## src/rtl/tgv_pkg.sv

```systemverilog
// ----------------------------------------------------------------------------
// tgv_pkg
// Shared widths, register codes and payload types of the terrain grid vertex
// generator.
// ----------------------------------------------------------------------------
package tgv_pkg;

  // Grid and divider geometry
  localparam int MAX_ROW_SIZE = 1024;
  localparam int SLOT_COUNT   = 8;
  localparam int IDX_W        = 20;
  localparam int COL_W        = $clog2(MAX_ROW_SIZE);
  localparam int DIV_W        = COL_W + 1;
  localparam int DIV_STAGES   = 4;
  localparam int DIV_STEPS    = IDX_W / DIV_STAGES;

  // Arithmetic widths
  localparam int STEP_W     = 32;
  localparam int HEIGHT_W   = 32;
  localparam int COEF_W     = 20;
  localparam int TRANS_W    = 21;
  localparam int POS_W      = 32;
  localparam int LANES      = 3;
  localparam int AXIS_W     = LANES * COEF_W;
  localparam int TRANSL_W   = LANES * TRANS_W;
  localparam int PROD_FRAC  = 33;
  localparam int TRANS_FRAC = 8;
  localparam int POS_FRAC   = 16;
  localparam int SLOT_W     = 3;
  localparam int BYTE_W     = 8;
  localparam int ROW_SIZE_W = 11;

  // Configuration port
  localparam int CFG_ADDR_W = 3;
  localparam int CFG_DATA_W = 64;

  typedef enum logic [CFG_ADDR_W-1:0] {
    REG_ROW_SIZE    = 3'd0,
    REG_GRID_STEP   = 3'd1,
    REG_AXIS_X      = 3'd2,
    REG_AXIS_Y      = 3'd3,
    REG_AXIS_Z      = 3'd4,
    REG_TRANSLATION = 3'd5,
    REG_SLOT_REMAP  = 3'd6
  } cfg_reg_e;

  // Partial division: remaining dividend, quotient so far, running remainder
  typedef struct packed {
    logic [IDX_W-1:0] dvd;
    logic [IDX_W-1:0] quo;
    logic [COL_W-1:0] rem;
  } div_t;

  // Fields that ride along with the vertex
  typedef struct packed {
    logic signed [HEIGHT_W-1:0] height;
    logic [23:0]                blend;
    logic [31:0]                color;
    logic [63:0]                uv1;
    logic [63:0]                uv2;
    logic [63:0]                uv3;
    logic [23:0]                tex;
    logic                       last;
  } pass_t;

  // Transform settings
  typedef struct packed {
    logic [STEP_W-1:0]   step;
    logic [AXIS_W-1:0]   ax;
    logic [AXIS_W-1:0]   ay;
    logic [AXIS_W-1:0]   az;
    logic [TRANSL_W-1:0] trans;
  } xform_cfg_t;

endpackage

```

## src/rtl/tgv_div_stage.sv

```systemverilog
// ----------------------------------------------------------------------------
// tgv_div_stage
// One registered stage of the index divider: several restoring steps that
// split the vertex index into row and column.
// ----------------------------------------------------------------------------
module tgv_div_stage
  import tgv_pkg::*;
(
  input  logic             clk_i,
  input  logic             rst_ni,
  input  logic             valid_i,
  output logic             ready_o,
  input  div_t             div_i,
  input  pass_t            pass_i,
  input  logic [DIV_W-1:0] divisor_i,
  output logic             valid_o,
  input  logic             ready_i,
  output div_t             div_o,
  output pass_t            pass_o
);

  div_t             div_d;
  div_t             div_q;
  pass_t            pass_q;
  logic             valid_q;
  logic [DIV_W-1:0] part;

  // Shift in one dividend bit per step, subtract where it fits
  always_comb begin
    div_d = div_i;
    part  = '0;
    for (int i = 0; i < DIV_STEPS; i++) begin
      part      = {div_d.rem, div_d.dvd[IDX_W-1]};
      div_d.dvd = {div_d.dvd[IDX_W-2:0], 1'b0};
      if (part >= divisor_i) begin
        div_d.rem = COL_W'(part - divisor_i);
        div_d.quo = {div_d.quo[IDX_W-2:0], 1'b1};
      end else begin
        div_d.rem = part[COL_W-1:0];
        div_d.quo = {div_d.quo[IDX_W-2:0], 1'b0};
      end
    end
  end

  // Advance when empty or when the next stage takes the transfer
  assign ready_o = !valid_q || ready_i;

  always_ff @(posedge clk_i or negedge rst_ni) begin
    if (!rst_ni) begin
      valid_q <= 1'b0;
    end else if (ready_o) begin
      valid_q <= valid_i;
    end
  end

  always_ff @(posedge clk_i) begin
    if (ready_o && valid_i) begin
      div_q  <= div_d;
      pass_q <= pass_i;
    end
  end

  assign valid_o = valid_q;
  assign div_o   = div_q;
  assign pass_o  = pass_q;

endmodule

```

## config.mk

```make
export PLATFORM = sky130hd
export DESIGN_NAME = tgv_div_stage
export DESIGN_NICKNAME = d
export VERILOG_FILES = /design/src/rtl/tgv_pkg.sv /design/src/rtl/tgv_div_stage.sv
export SDC_FILE = /design/constraint.sdc
export NUM_CORES = 1
export LEC_CHECK = 0
export ABC_AREA = 1
export BUFFER_PORTS_ARGS = -buffer_cell sky130_fd_sc_hd__buf_2
export CORE_AREA = 2 2 283 285
export DETAILED_ROUTE_END_ITERATION = 6
export DIE_AREA = 0 0 285 287
export PLACE_DENSITY = 0.48
export REMOVE_ABC_BUFFERS = 1
export SETUP_SLACK_MARGIN = 0.5
export SYNTH_ARGS = -nofsm -noshare
export SYNTH_HDL_FRONTEND = slang
export SYNTH_SLANG_ARGS = --single-unit
```

## constraint.sdc

```tcl
create_clock -name clk_i -period 48.1 [get_ports clk_i]
set_input_delay 9.62 -clock clk_i [delete_from_list [all_inputs] [get_ports clk_i]]
set_output_delay 9.62 -clock clk_i [all_outputs]
set_load 0.1 [all_outputs]
```

* After elaboration in Yosys (flattened, before gate mapping)
Cells that the tools add are included.
Word-level totals: register bits 351, output and inout port bits 357, logic and storage cells 30
Cells by class: order comparisons 5, mux-type cells 5, add/subtract/negate cells 5, reductions and logical operators 3
Operators by type and width (number):
- 11-bit greater-or-equal comparator | 5
- 11-bit 2-to-1 mux | 5
- 10-bit subtractor | 5
- 1-bit logical AND | 1
- 1-bit zero test | 1
- 1-bit logical OR | 1

* Longest topological paths before layout
Gate-level depths: netlist of run 1.
depth in word-level cells 10, gate-level depth with buffers 54

* Least setup slack after synthesis of run 1
OpenSTA, ideal clock, no wires.
path type input port to flip-flop, start point input valid_i, end point register div_q, in the netlist div_o[0] (enable), slack 20.498 ns, required time 46.925 ns, buffers on the path 0, cell stages on the path 2, data arrival time 26.427 ns, setup time 1.175 ns, path through inv_1 > a21oi_1
On the way: cells in the longest elaborated chain, start to end 1
RTL lines:
- from (decl) | RTL line tgv_div_stage.sv:11 | input logic valid_i,
- 1-bit logical AND | RTL line tgv_div_stage.sv:57 | if (ready_o && valid_i) begin
- to (signal assigned) | RTL line tgv_div_stage.sv:58 | div_q <= div_d;
- to (decl) | RTL line tgv_div_stage.sv:23 | div_t div_q;
No other way between the ends. A chain may end at the register's enable or synchronous reset.

* Worst setup path in the final report of run 1
start point input ready_i, end point output ready_o
On the way: cells in the longest elaborated chain, start to end 1
RTL lines:
- from (decl) | RTL line tgv_div_stage.sv:17 | input logic ready_i,
- 1-bit logical OR | RTL line tgv_div_stage.sv:46 | assign ready_o = !valid_q || ready_i;
- to (decl) | RTL line tgv_div_stage.sv:12 | output logic ready_o,
No other way between the ends.

==> results of run 1 <==
logic make-up (layout without fill, tap and decap cells):
group / after synthesis / count (layout) / synth area share, %
xor+xnor: 33 / 33 / 2.11
other cells: 1 / 22 / 0.0273
flops: 351 / 351 / 76.7
buf+inv: 90 / 881 / 2.82
fa+ha+maj: 60 / 60 / 5.74
compound gates: 83 / 83 / 3.60
simple gates: 272 / 272 / 8.96
worst register-to-register path, stage by stage, from the launching register on:
cell     delay (ns)
dfrtp_1        0.42
a21oi_4        0.64
buf_4          0.77
buf_4          1.03
report_power, final:
part	internal, mW	total [mW]	switching (mW)
registers	0.374	0.383	0.00896
logic	0.136	0.510	0.373
clock network	0.196	0.339	0.144
worst max path at each step:
stage                     cells past startpoint        to          from  slack (ns)
after floorplan                               2  div_o[0]       valid_i       20.50
after global placement                        4   ready_o       ready_i       28.23
after detailed placement                      4   ready_o       ready_i       28.22
after CTS                                     4   ready_o       ready_i       28.22
after global routing                         48  div_o[4]  divisor_i[8]       28.15
final                                         4   ready_o       ready_i       28.22
metal layers:
layer / vias up / routed length, µm
met3: 105 / 8930
met2: 504 / 32500
met1: 5170 / 24600
li1: 4741 / -
met4: 22 / 1580
met5: - / 150
registers in the layout, indices dropped and copies added (netlist names):
name,count
valid_o,1
div_o,45
pass_o,305
area by class of cell:
| cell class | instances | area share [%] |
|---|---|---|
| sequential | 351 | 52.4 |
| timing repair buffer | 721 | 18.0 |
| multi-input combinational | 453 | 14.1 |
| tap | 1050 | 6.53 |
| clock buffer | 48 | 5.65 |
| clock inverter | 34 | 1.72 |
| inverter | 78 | 1.46 |
| antenna | 17 | 0.211 |
cell usage in the layout, fill, tap and decap left out, drive strengths merged:
cell type / synthesis / layout
a21o: 2 / 2
o311ai: 1 / 1
inv: 77 / 82
or2: 5 / 5
a21oi: 40 / 40
nor2: 29 / 29
fa: 5 / 5
o211ai: 1 / 1
conb: 1 / 5
a21boi: 1 / 1
nand2: 164 / 164
clkbuf: 0 / 48
o221ai: 1 / 1
nand3: 54 / 54
buf: 12 / 721
nor3: 3 / 3
xnor2: 17 / 17
and3: 2 / 2
clkinv: 1 / 22
dfrtp: 1 / 1
nand3b: 1 / 1
xor2: 16 / 16
diode: 0 / 17
nand4: 5 / 5
a31oi: 3 / 3
and2: 9 / 9
ha: 55 / 55
o21ai: 28 / 28
o21a: 2 / 2
o21bai: 3 / 3
bufinv: 0 / 4
o41ai: 1 / 1
edfxtp: 350 / 350
clkinvlp: 0 / 4
==> results by group, run 1 <==
Yosys
  – Ys async rst share: 0.285%
  – Register bit total from synthesis: around 350
  – Synth top cells by count: 350 x edfxtp_1, 158 x nand2_1, 77 x inv_1, 55 x ha_1, 47 x nand3_1
  – Synth area leader: edfxtp_1
  – Most frequent cell after synthesis: edfxtp_1
  – Seq/Total Area, Yosys: approximately three quarters
  – Largest cells by area after synthesis: edfxtp_1 77%, ha_1 5.0%, nand2_1 4.3%
  – Syn Area/Cell: ~15 µm²
  – Main synth FF type: edfxtp_1
  – Number of distinct library cells after synthesis: 43
  – Yosys top cell area share: 76.6%
  – Yosys warning total: 0
  – Number of synthesized flops with an enable pin: between 300 and 400
  – Post-synthesis cell count: 890
  – Synthesized cell area: ~14000 µm²

Global routing
  – Met2 Use GR: 26.2%
  – Vias in the first global route: 10600
  – GRT Total Usage: 15.8%
  – Initial antenna violation count: a little under 50
  – Layer with the highest usage: met2
  – First-pass GRT wire length: 88.1 mm
  – GRT overflow: 0
  – GRT met3 Usage: just over 7%
  – Largest net degree at the start of global routing: 83
  – Met1 Use GR: 18.5%

Detailed routing
  – Post-DRT Antenna Nets: 0
  – Drt wl/cell: between 20 and 25 µm
  – Initial drt markers: roughly 710
  – Final wirelength: between 60 and 70 mm
  – DRC violations left: 0
  – Vias post-DR: 10500
  – Vias per cell: 3.83
  – Drt pass-1 iters: 5

Clock tree
  – Resized cells post-CTS: 0
  – Post-CTS setup repair buffer count: 0
  – Clk_lat worst skew: between 0.5 and 0.6 ns
  – # clock sinks: 351
  – Root Driver: clkbuf_16
  – CTS tree: built
  – Longest Clk Path Bufs: 3
  – H-tree depth: 2
  – Inserted Clock Buffers: 45
  – Worst-path clk slew: roughly 0.06 ns
  – # hold bufs at CTS: 0

STA
  – Setup tns final: 0 ns
  – Relative slew slack: a little over a quarter
  – Final hold vios: 0
  – Final hold slack: 0.592 ns
  – Fin Clk Skew: roughly 0.028 ns
  – Max-slew violation count: 0
  – RSZ-0062 raised after global routing: false
  – Fmax: ~50 MHz
  – Measured slew at the worst slew-check pin: around 1.1 ns
  – Final WS setup: 28.22 ns
  – Setup violators final: 0
  – Fin crit share: around two fifths
  – Post-layout minimum cycle time: 19.88 ns

Die
  – Core Region: between 70000 and 80000 µm²
  – Die area: roughly 82000 µm²
  – Die W: between 200 and 300 µm
  – Starting Density: 17.5%
  – Ports: just over 700
  – Die height: around 290 µm
  – Row Count: a little over 100

Finish
  – Share of layout cells above drive strength 1: between 40% and 50%
  – Layout area overhead: 46.6%
  – Nets: about 2100
  – Sequential cell area: approximately 11000 µm²
  – Multi-input gate area: about 2800 µm²
  – Finished Core Util: about a quarter
  – Layout Cells excl Fill: about 2800
  – Design area: roughly 20000 µm²
  – Fillers: between 8000 and 9000

Placed design
  – GP Congestion: between 0.9 and 1
  – PortBufs: around 700
  – Placed insts: between 2000 and 3000
  – Post-DP HPWL: roughly 56 mm
  – Placement Cell Area: roughly 19000 µm²
  – Dpl ws: roughly 28 ns

Critical path
  – Crit path DAT: between 10 and 15 ns
  – Worst Setup Start Kind: input port
  – Top cell by count, worst path: buf_2
  – Crit end category: output port
  – Reg2reg setup slack: 44.81 ns
  – CP bufs+invs: 3
  – R2R cell count: 3
  – Critical-path top delay cell: buf_2
  – Worst-path maximum fanout: 2
  – Reg2reg start: valid_o
  – Crit path kind: in2out
  – Worst reg2reg path endpoint: pass_o[273]
  – Req. time, crit path: 38.48 ns
  – Critical path, cell by cell: buf_2, inv_1, nand2_1, buf_2
  – Slowest stage delay, CP: ~0.43 ns
  – Delay-heaviest family, CP: buffers and inverters

Worst hold path
  – Min-Delay Endpoint: valid_o
  – Hold_sp: valid_o
  – Min-delay worst type: reg2reg
  – Hold Path Cell Cnt: 2

Flow run
  – Max_cap viols: 0

Pwr
  – Pleak: ~8.7 nW
  – Design Power: roughly 1.2 mW
  – Cell Pwr Density: between 60 and 70 nW/µm²
  – VDD IR-drop max: 0.0000337 V

Outcome
  – Status: completed
Power figures use the tool's default switching activity.
==> run 2: changes to the inputs <==
- PLACE_DENSITY: 0.48 -> 0.49
- clock period: 48.1 -> 17.1 ns (I/O delays scaled with it)
==> run 2 against run 1 <==
  * Combinational power grew to 2.8 times the previous value
  * Clock skew increased by 0.0039 ns
  * Register-to-register slack worse by 31 ns
  * Non-clock buffer count is 1 lower
  * Flip-flop and latch count unchanged
  * Core utilization up 0.13 points
  * Critical path type is now in2reg
  * Largest power group unchanged
==> results by group, run 2 (synthesis results as in run 1) <==
STA
  – Setup violators final: 0 (unchanged)
  – Fmax: about 79 MHz
  – Fin Clk Skew: 0.0316 ns (was 0.0277 ns)
  – Final WS setup: 4.44 ns (was 28.22 ns)
  – RSZ-0062 raised after global routing: false (unchanged)
  – Relative slew slack: 29.2% (was 26.3%)
  – Post-layout minimum cycle time: 12.66 ns
  – Max-slew violation count: 0 (unchanged)
  – Final hold vios: 0 (unchanged)
  – Fin crit share: approximately three quarters
  – Measured slew at the worst slew-check pin: 1.06 ns (was 1.10 ns)

Global routing
  – Met2 Use GR: 26.3% (was 26.2%)
  – Vias in the first global route: 10800 (was 10600)
  – Met1 Use GR: 17.8% (was 18.5%)
  – GRT Total Usage: 16.0% (was 15.8%)
  – Layer with the highest usage: met2 (unchanged)
  – First-pass GRT wire length: 89.1 mm (was 88.1 mm)
  – Initial antenna violation count: 59 (was 49)
  – GRT overflow: 0 (unchanged)
  – GRT met3 Usage: 8.01% (was 7.21%)
  – Largest net degree at the start of global routing: 141 (was 83)

Clock tree
  – Resized cells post-CTS: 0 (unchanged)
  – # hold bufs at CTS: 0 (unchanged)
  – Clk_lat worst skew: 0.60 ns (was 0.59 ns)
  – Root Driver: clkbuf_16 (unchanged)
  – Inserted Clock Buffers: 44 (was 45)
  – Post-CTS setup repair buffer count: 0 (unchanged)
  – H-tree depth: 2 (unchanged)
  – Longest Clk Path Bufs: 3 (unchanged)
  – Worst-path clk slew: 0.05 ns (was 0.06 ns)
  – # clock sinks: 351 (unchanged)
  – CTS tree: built (unchanged)

Detailed routing
  – Drt wl/cell: 24.9 µm (was 24.6 µm)
  – Drt pass-1 iters: 6 (was 5)
  – DRC violations left: 0 (unchanged)
  – Vias per cell: 3.81 (was 3.83)
  – Initial drt markers: 667 (was 705)
  – Final wirelength: 68.4 mm (was 67.7 mm)
  – Vias post-DR: 10500 (about the same)
  – Post-DRT Antenna Nets: 0 (unchanged)

Pwr
  – Pleak: 8.78 nW (was 8.75 nW)
  – Design Power: 3.52 mW (was 1.23 mW)
  – Cell Pwr Density: 174 nW/µm² (was 61.2 nW/µm²)
  – VDD IR-drop max: 0.000172 V (was 0.0000337 V)

Flow run
  – Max_cap viols: 0 (unchanged)

Critical path
  – Slowest stage delay, CP: 0.66 ns (was 0.43 ns)
  – R2R cell count: 3 (unchanged)
  – Crit path DAT: 13.00 ns (was 10.26 ns)
  – Crit path launch: divisor_i[8] (was ready_i)
  – Reg2reg start: valid_o (unchanged)
  – Reg2reg setup slack: 14.15 ns (was 44.81 ns)
  – Req. time, crit path: 17.45 ns (was 38.48 ns)
  – Top cell by count, worst path: nand2_1 (was buf_2)
  – Crit end category: flop (was output port)
  – Crit path kind: in2reg (was in2out)
  – Critical Path Sink: div_o[2] (was ready_o)
  – Worst Setup Start Kind: input port (unchanged)
  – Critical-path top delay cell: a21oi_1 (was buf_2)
  – Worst-path maximum fanout: 14 (was 2)
  – Worst reg2reg path endpoint: div_o[17] (was pass_o[273])

Die
  – Row Count: 103 (unchanged)
  – Die height: 287 µm (unchanged)
  – Die area: 81800 µm² (unchanged)
  – Ports: 727 (unchanged)
  – Core Region: 78600 µm² (unchanged)
  – Die W: 285 µm (unchanged)
  – Starting Density: 17.5% (unchanged)

Outcome
  – Status: completed (unchanged)

Worst hold path
  – Min-delay worst type: reg2reg (unchanged)
  – Hold_sp: valid_o (unchanged)

Finish
  – Finished Core Util: 25.7% (was 25.6%)
  – Largest register FFs: 305 (unchanged)
  – Layout Cells excl Fill: 2746 (was 2752)
  – Nets: 2078 (was 2080)
  – Layout area overhead: 47.3% (was 46.6%)
  – Commonest non-fill, non-tap cell in the layout: buf_2 (unchanged)
  – Design area: 20200 µm² (was 20100 µm²)
  – Most frequent cells in the layout: 716 x buf_2, 350 x edfxtp_1, 158 x nand2_1, 77 x inv_1, 55 x ha_1 (unchanged)
  – Share of layout cells above drive strength 1: 48.8% (was 48.7%)

Placed design
  – Placed insts: 2652 (was 2653)
  – GP Congestion: 0.892 (was 0.903)
  – PortBufs: 716 (unchanged)
  – Post-DP HPWL: 57.2 mm (was 56.4 mm)
  – Dpl ws: 3.91 ns (was 28.22 ns)
  – Placement Cell Area: 18600 µm² (about the same)
-- run 2: changes by cell type in the layout (fill, tap and decap cells not counted), moves of 2 or more --
cell and change:
buf_4 -2, bufinv_16 +5, clkbuf_1 +2, clkinv_1 -3, clkinv_2 -4, clkinvlp_4 +2, diode_2 -5
-- run 2: layout make-up --
| cell class | count | area (µm²) |
|---|---|---|
| Timing Repair Buffer | 720 | 3630 |
| Multi-Input combinational cell | 453 | 2830 |
| Inverter | 78 | 293 |
| Clock inverter | 33 | 473 |
| Fill cell | 8415 | 58400 |
| Clock buffer | 49 | 1120 |
| Tap cell | 1050 | 1310 |
| Antenna cell | 12 | 30.0 |
| Sequential cell | 351 | 10500 |
-- run 2: stage by stage --
stage / setup TNS, ns / hold slack, ns
finish: 0 / 0.608
detailed placement: 0 / 0.609
global placement: 0 / 0.595
global route: 0 / 0.660
floorplan: -1505.53 / 1.71
CTS: 0 / 0.623
-- run 2: critical path, delay by kind of cell --
family | cells | cell delay (ns)
adders and majority gates | 5 | 1.61
AOI/OAI and AO/OA | 9 | 2.50
and+or+nand+nor | 24 | 3.88
buffers and inverters | 9 | 1.57
-- run 2: per-layer routing --
metal / routed length [µm] / share of wire (%)
met1: 23900 / 35
met2: 32300 / 47
met3: 9370 / 14
met4: 2700 / 3.9
met5: 172 / 0.25
-- run 2: worst min path at each step --
| stage | end | slack, ns | cells after the start |
|---|---|---|---|
| CTS | valid_o | 0.62 | 2 |
| floorplan | valid_o | 1.71 | 2 |
| finish | valid_o | 0.61 | 2 |
| global placement | valid_o | 0.60 | 2 |
| detailed placement | valid_o | 0.61 | 2 |
| global route | valid_o | 0.66 | 2 |
-- run 2: report_power, final --
group          total (mW)  switching (mW)  internal, mW
sequential           1.07          0.0212          1.05
combinational        1.43            1.04         0.384
clock                1.02           0.404         0.617
==> run 3: changes to the inputs <==
- PLACE_DENSITY: 0.49 -> 0.48
- clock period: 17.1 -> 12.9 ns (I/O delays scaled with it)
==> run 3 against run 2 <==
  * Register-to-register slack got worse by 4.1 ns
  * Highest routed layer unchanged
  * Critical path type unchanged
  * Sequential power rose by 34%
  * Non-clock buffer count increased by 1
  * Critical path depth shrank 1
  * Design area increased by 0.21%
  * Clock skew grew 0.0060 ns
  * Largest cell class unchanged
  * Total power rose by 35%
  * Die area unchanged
  * Via count is 1.2% higher
  * Clock power is 37% higher
  * First-iteration DRC count grew 25%
==> results by group, run 3 (synthesis results as in run 1) <==
Outcome
  – Status: completed (unchanged)

Clock tree
  – # clock sinks: 351 (unchanged)
  – Inserted Clock Buffers: 43 (was 44)
  – Root Driver: clkbuf_16 (unchanged)
  – Post-CTS setup repair buffer count: 0 (unchanged)
  – Longest Clk Path Bufs: 3 (unchanged)
  – Clk_lat worst skew: 0.60 ns (about the same)
  – Resized cells post-CTS: 0 (unchanged)
  – Worst-path clk slew: 0.06 ns (was 0.05 ns)
  – H-tree depth: 2 (unchanged)
  – # hold bufs at CTS: 0 (unchanged)
  – CTS tree: built (unchanged)

Detailed routing
  – Final wirelength: 68.2 mm (was 68.4 mm)
  – Initial drt markers: 832 (was 667)
  – Drt pass-1 iters: 5 (was 6)
  – Drt wl/cell: 24.8 µm (was 24.9 µm)
  – Vias per cell: 3.85 (was 3.81)
  – Post-DRT Antenna Nets: 0 (unchanged)
  – DRC violations left: 0 (unchanged)
  – Vias post-DR: 10600 (was 10500)

Finish
  – Largest register FFs: 305 (unchanged)
  – Layout area overhead: 47.6% (was 47.3%)
  – Nets: 2078 (unchanged)
  – Design area: 20300 µm² (was 20200 µm²)
  – Commonest non-fill, non-tap cell in the layout: buf_2 (unchanged)
  – Layout Cells excl Fill: 2750 (was 2746)
  – Most frequent cells in the layout: 716 x buf_2, 350 x edfxtp_1, 158 x nand2_1, 77 x inv_1, 55 x ha_1 (unchanged)
  – Share of layout cells above drive strength 1: 48.6% (was 48.8%)

Critical path
  – Reg2reg start: valid_o (unchanged)
  – Reg2reg setup slack: 10.08 ns (was 14.15 ns)
  – Crit path DAT: 11.48 ns (was 13.00 ns)
  – Crit path kind: in2reg (unchanged)
  – Slowest stage delay, CP: 0.43 ns (was 0.66 ns)
  – Worst reg2reg path endpoint: pass_o[106] (was div_o[17])
  – Crit end category: flop (unchanged)
  – Req. time, crit path: 13.20 ns (was 17.45 ns)
  – R2R cell count: 3 (unchanged)
  – Worst Setup Start Kind: input port (unchanged)
  – Critical-path top delay cell: a31oi_4 (was a21oi_1)
  – Delay-heaviest family, CP: simple AND/OR/NAND/NOR gates (unchanged)
  – Crit path launch: divisor_i[1] (was divisor_i[8])
  – Worst-path maximum fanout: 14 (unchanged)
  – CP bufs+invs: 9 (unchanged)

STA
  – Fin crit share: between 80 and 90%
  – Measured slew at the worst slew-check pin: 1.08 ns (was 1.06 ns)
  – Post-layout minimum cycle time: between 10 and 15 ns
  – Relative slew slack: 27.7% (was 29.2%)
  – Setup tns final: 0 ns (unchanged)
  – Setup violators final: 0 (unchanged)
  – Max-slew violation count: 0 (unchanged)
  – Final hold vios: 0 (unchanged)
  – RSZ-0062 raised after global routing: false (unchanged)
  – Fin Clk Skew: 0.0376 ns (was 0.0316 ns)
  – Fmax: ~89 MHz
  – Final WS setup: 1.71 ns (was 4.44 ns)

Die
  – Die area: 81800 µm² (unchanged)
  – Starting Density: 17.5% (unchanged)
  – Die W: 285 µm (unchanged)
  – Ports: 727 (unchanged)
  – Row Count: 103 (unchanged)
  – Die height: 287 µm (unchanged)
  – Core Region: 78600 µm² (unchanged)

Global routing
  – GRT overflow: 0 (unchanged)
  – GRT Total Usage: 15.9% (was 16.0%)
  – First-pass GRT wire length: 88.5 mm (was 89.1 mm)
  – Largest net degree at the start of global routing: 146 (was 141)
  – Initial antenna violation count: 47 (was 59)
  – Vias in the first global route: 10800 (about the same)

Pwr
  – Pleak: 8.82 nW (was 8.78 nW)
  – VDD IR-drop max: 0.000152 V (was 0.000172 V)
  – Cell Pwr Density: 234 nW/µm² (was 174 nW/µm²)
  – Design Power: 4.74 mW (was 3.52 mW)

Placed design
  – GP Congestion: 0.882 (was 0.892)
  – Post-DP HPWL: 56.4 mm (was 57.2 mm)
  – Placed insts: 2653 (was 2652)
  – PortBufs: 716 (unchanged)
  – Dpl ws: 1.16 ns (was 3.91 ns)
  – Placement Cell Area: 18600 µm² (about the same)

Worst hold path
  – Hold_sp: valid_o (unchanged)
  – Min-delay worst type: reg2reg (unchanged)
  – Min-Delay Endpoint: valid_o (unchanged)
  – Hold Path Cell Cnt: 2 (unchanged)

Flow run
  – Max_cap viols: 0 (unchanged)
## run 3: changes by cell type in the layout (fill, tap and decap cells not counted), sizes merged
cell      delta
clkinvlp     -5
diode        +5
bufinv       +3
buf          +1
clkbuf       -1
clkinv       +1
## run 3: per-stage QoR
step,utilization (%),hold slack (ns)
finish,25.8,0.594
detailed placement,23.7,0.587
global route,25.7,0.637
global placement,23.7,0.571
CTS,25.7,0.600
floorplan,-,1.71
## run 3: worst min-delay path, cell delays in order, from the launching register on
cell     delay [ns]
dfrtp_1        0.41
nand2_1        0.09
nand2_1        0.06
## run 3: worst max path at each step
stage                    end  slack (ns)  depth (start not counted)
CTS                 div_o[1]        1.74                         46
global placement    div_o[1]        1.20                         48
floorplan           div_o[0]       -7.66                          2
detailed placement  div_o[1]        1.16                         46
finish              div_o[1]        1.71                         46
global route        div_o[1]        0.72                         46
## run 3: layout make-up
class / count / area, µm²
diodes: 17 / 42.5
clock buffers: 48 / 1090
clock inverters: 32 / 520
fillers: 8328 / 58300
inverters: 78 / 293
multi-input cells: 453 / 2830
flip-flops and latches: 351 / 10500
well taps: 1050 / 1310
repair buffers: 721 / 3630
## run 3: metal layers
metal | global-route usage [%] | vias to the layer above | part of all wire (%) | routed length [µm]
met2 | 24.8 | 557 | 45 | 30400
met5 | 0 | - | 0.24 | 161
met3 | 8.38 | 161 | 14 | 9550
met4 | 7.87 | 26 | 5.8 | 3960
li1 | - | 4735 | - | -
met1 | 17.8 | 5117 | 35 | 24200
## run 3: power breakdown
group,leakage [nW],switching (mW),internal (mW)
registers,3.35,0.0331,1.39
logic,4.69,1.40,0.519
clock network,0.784,0.534,0.862
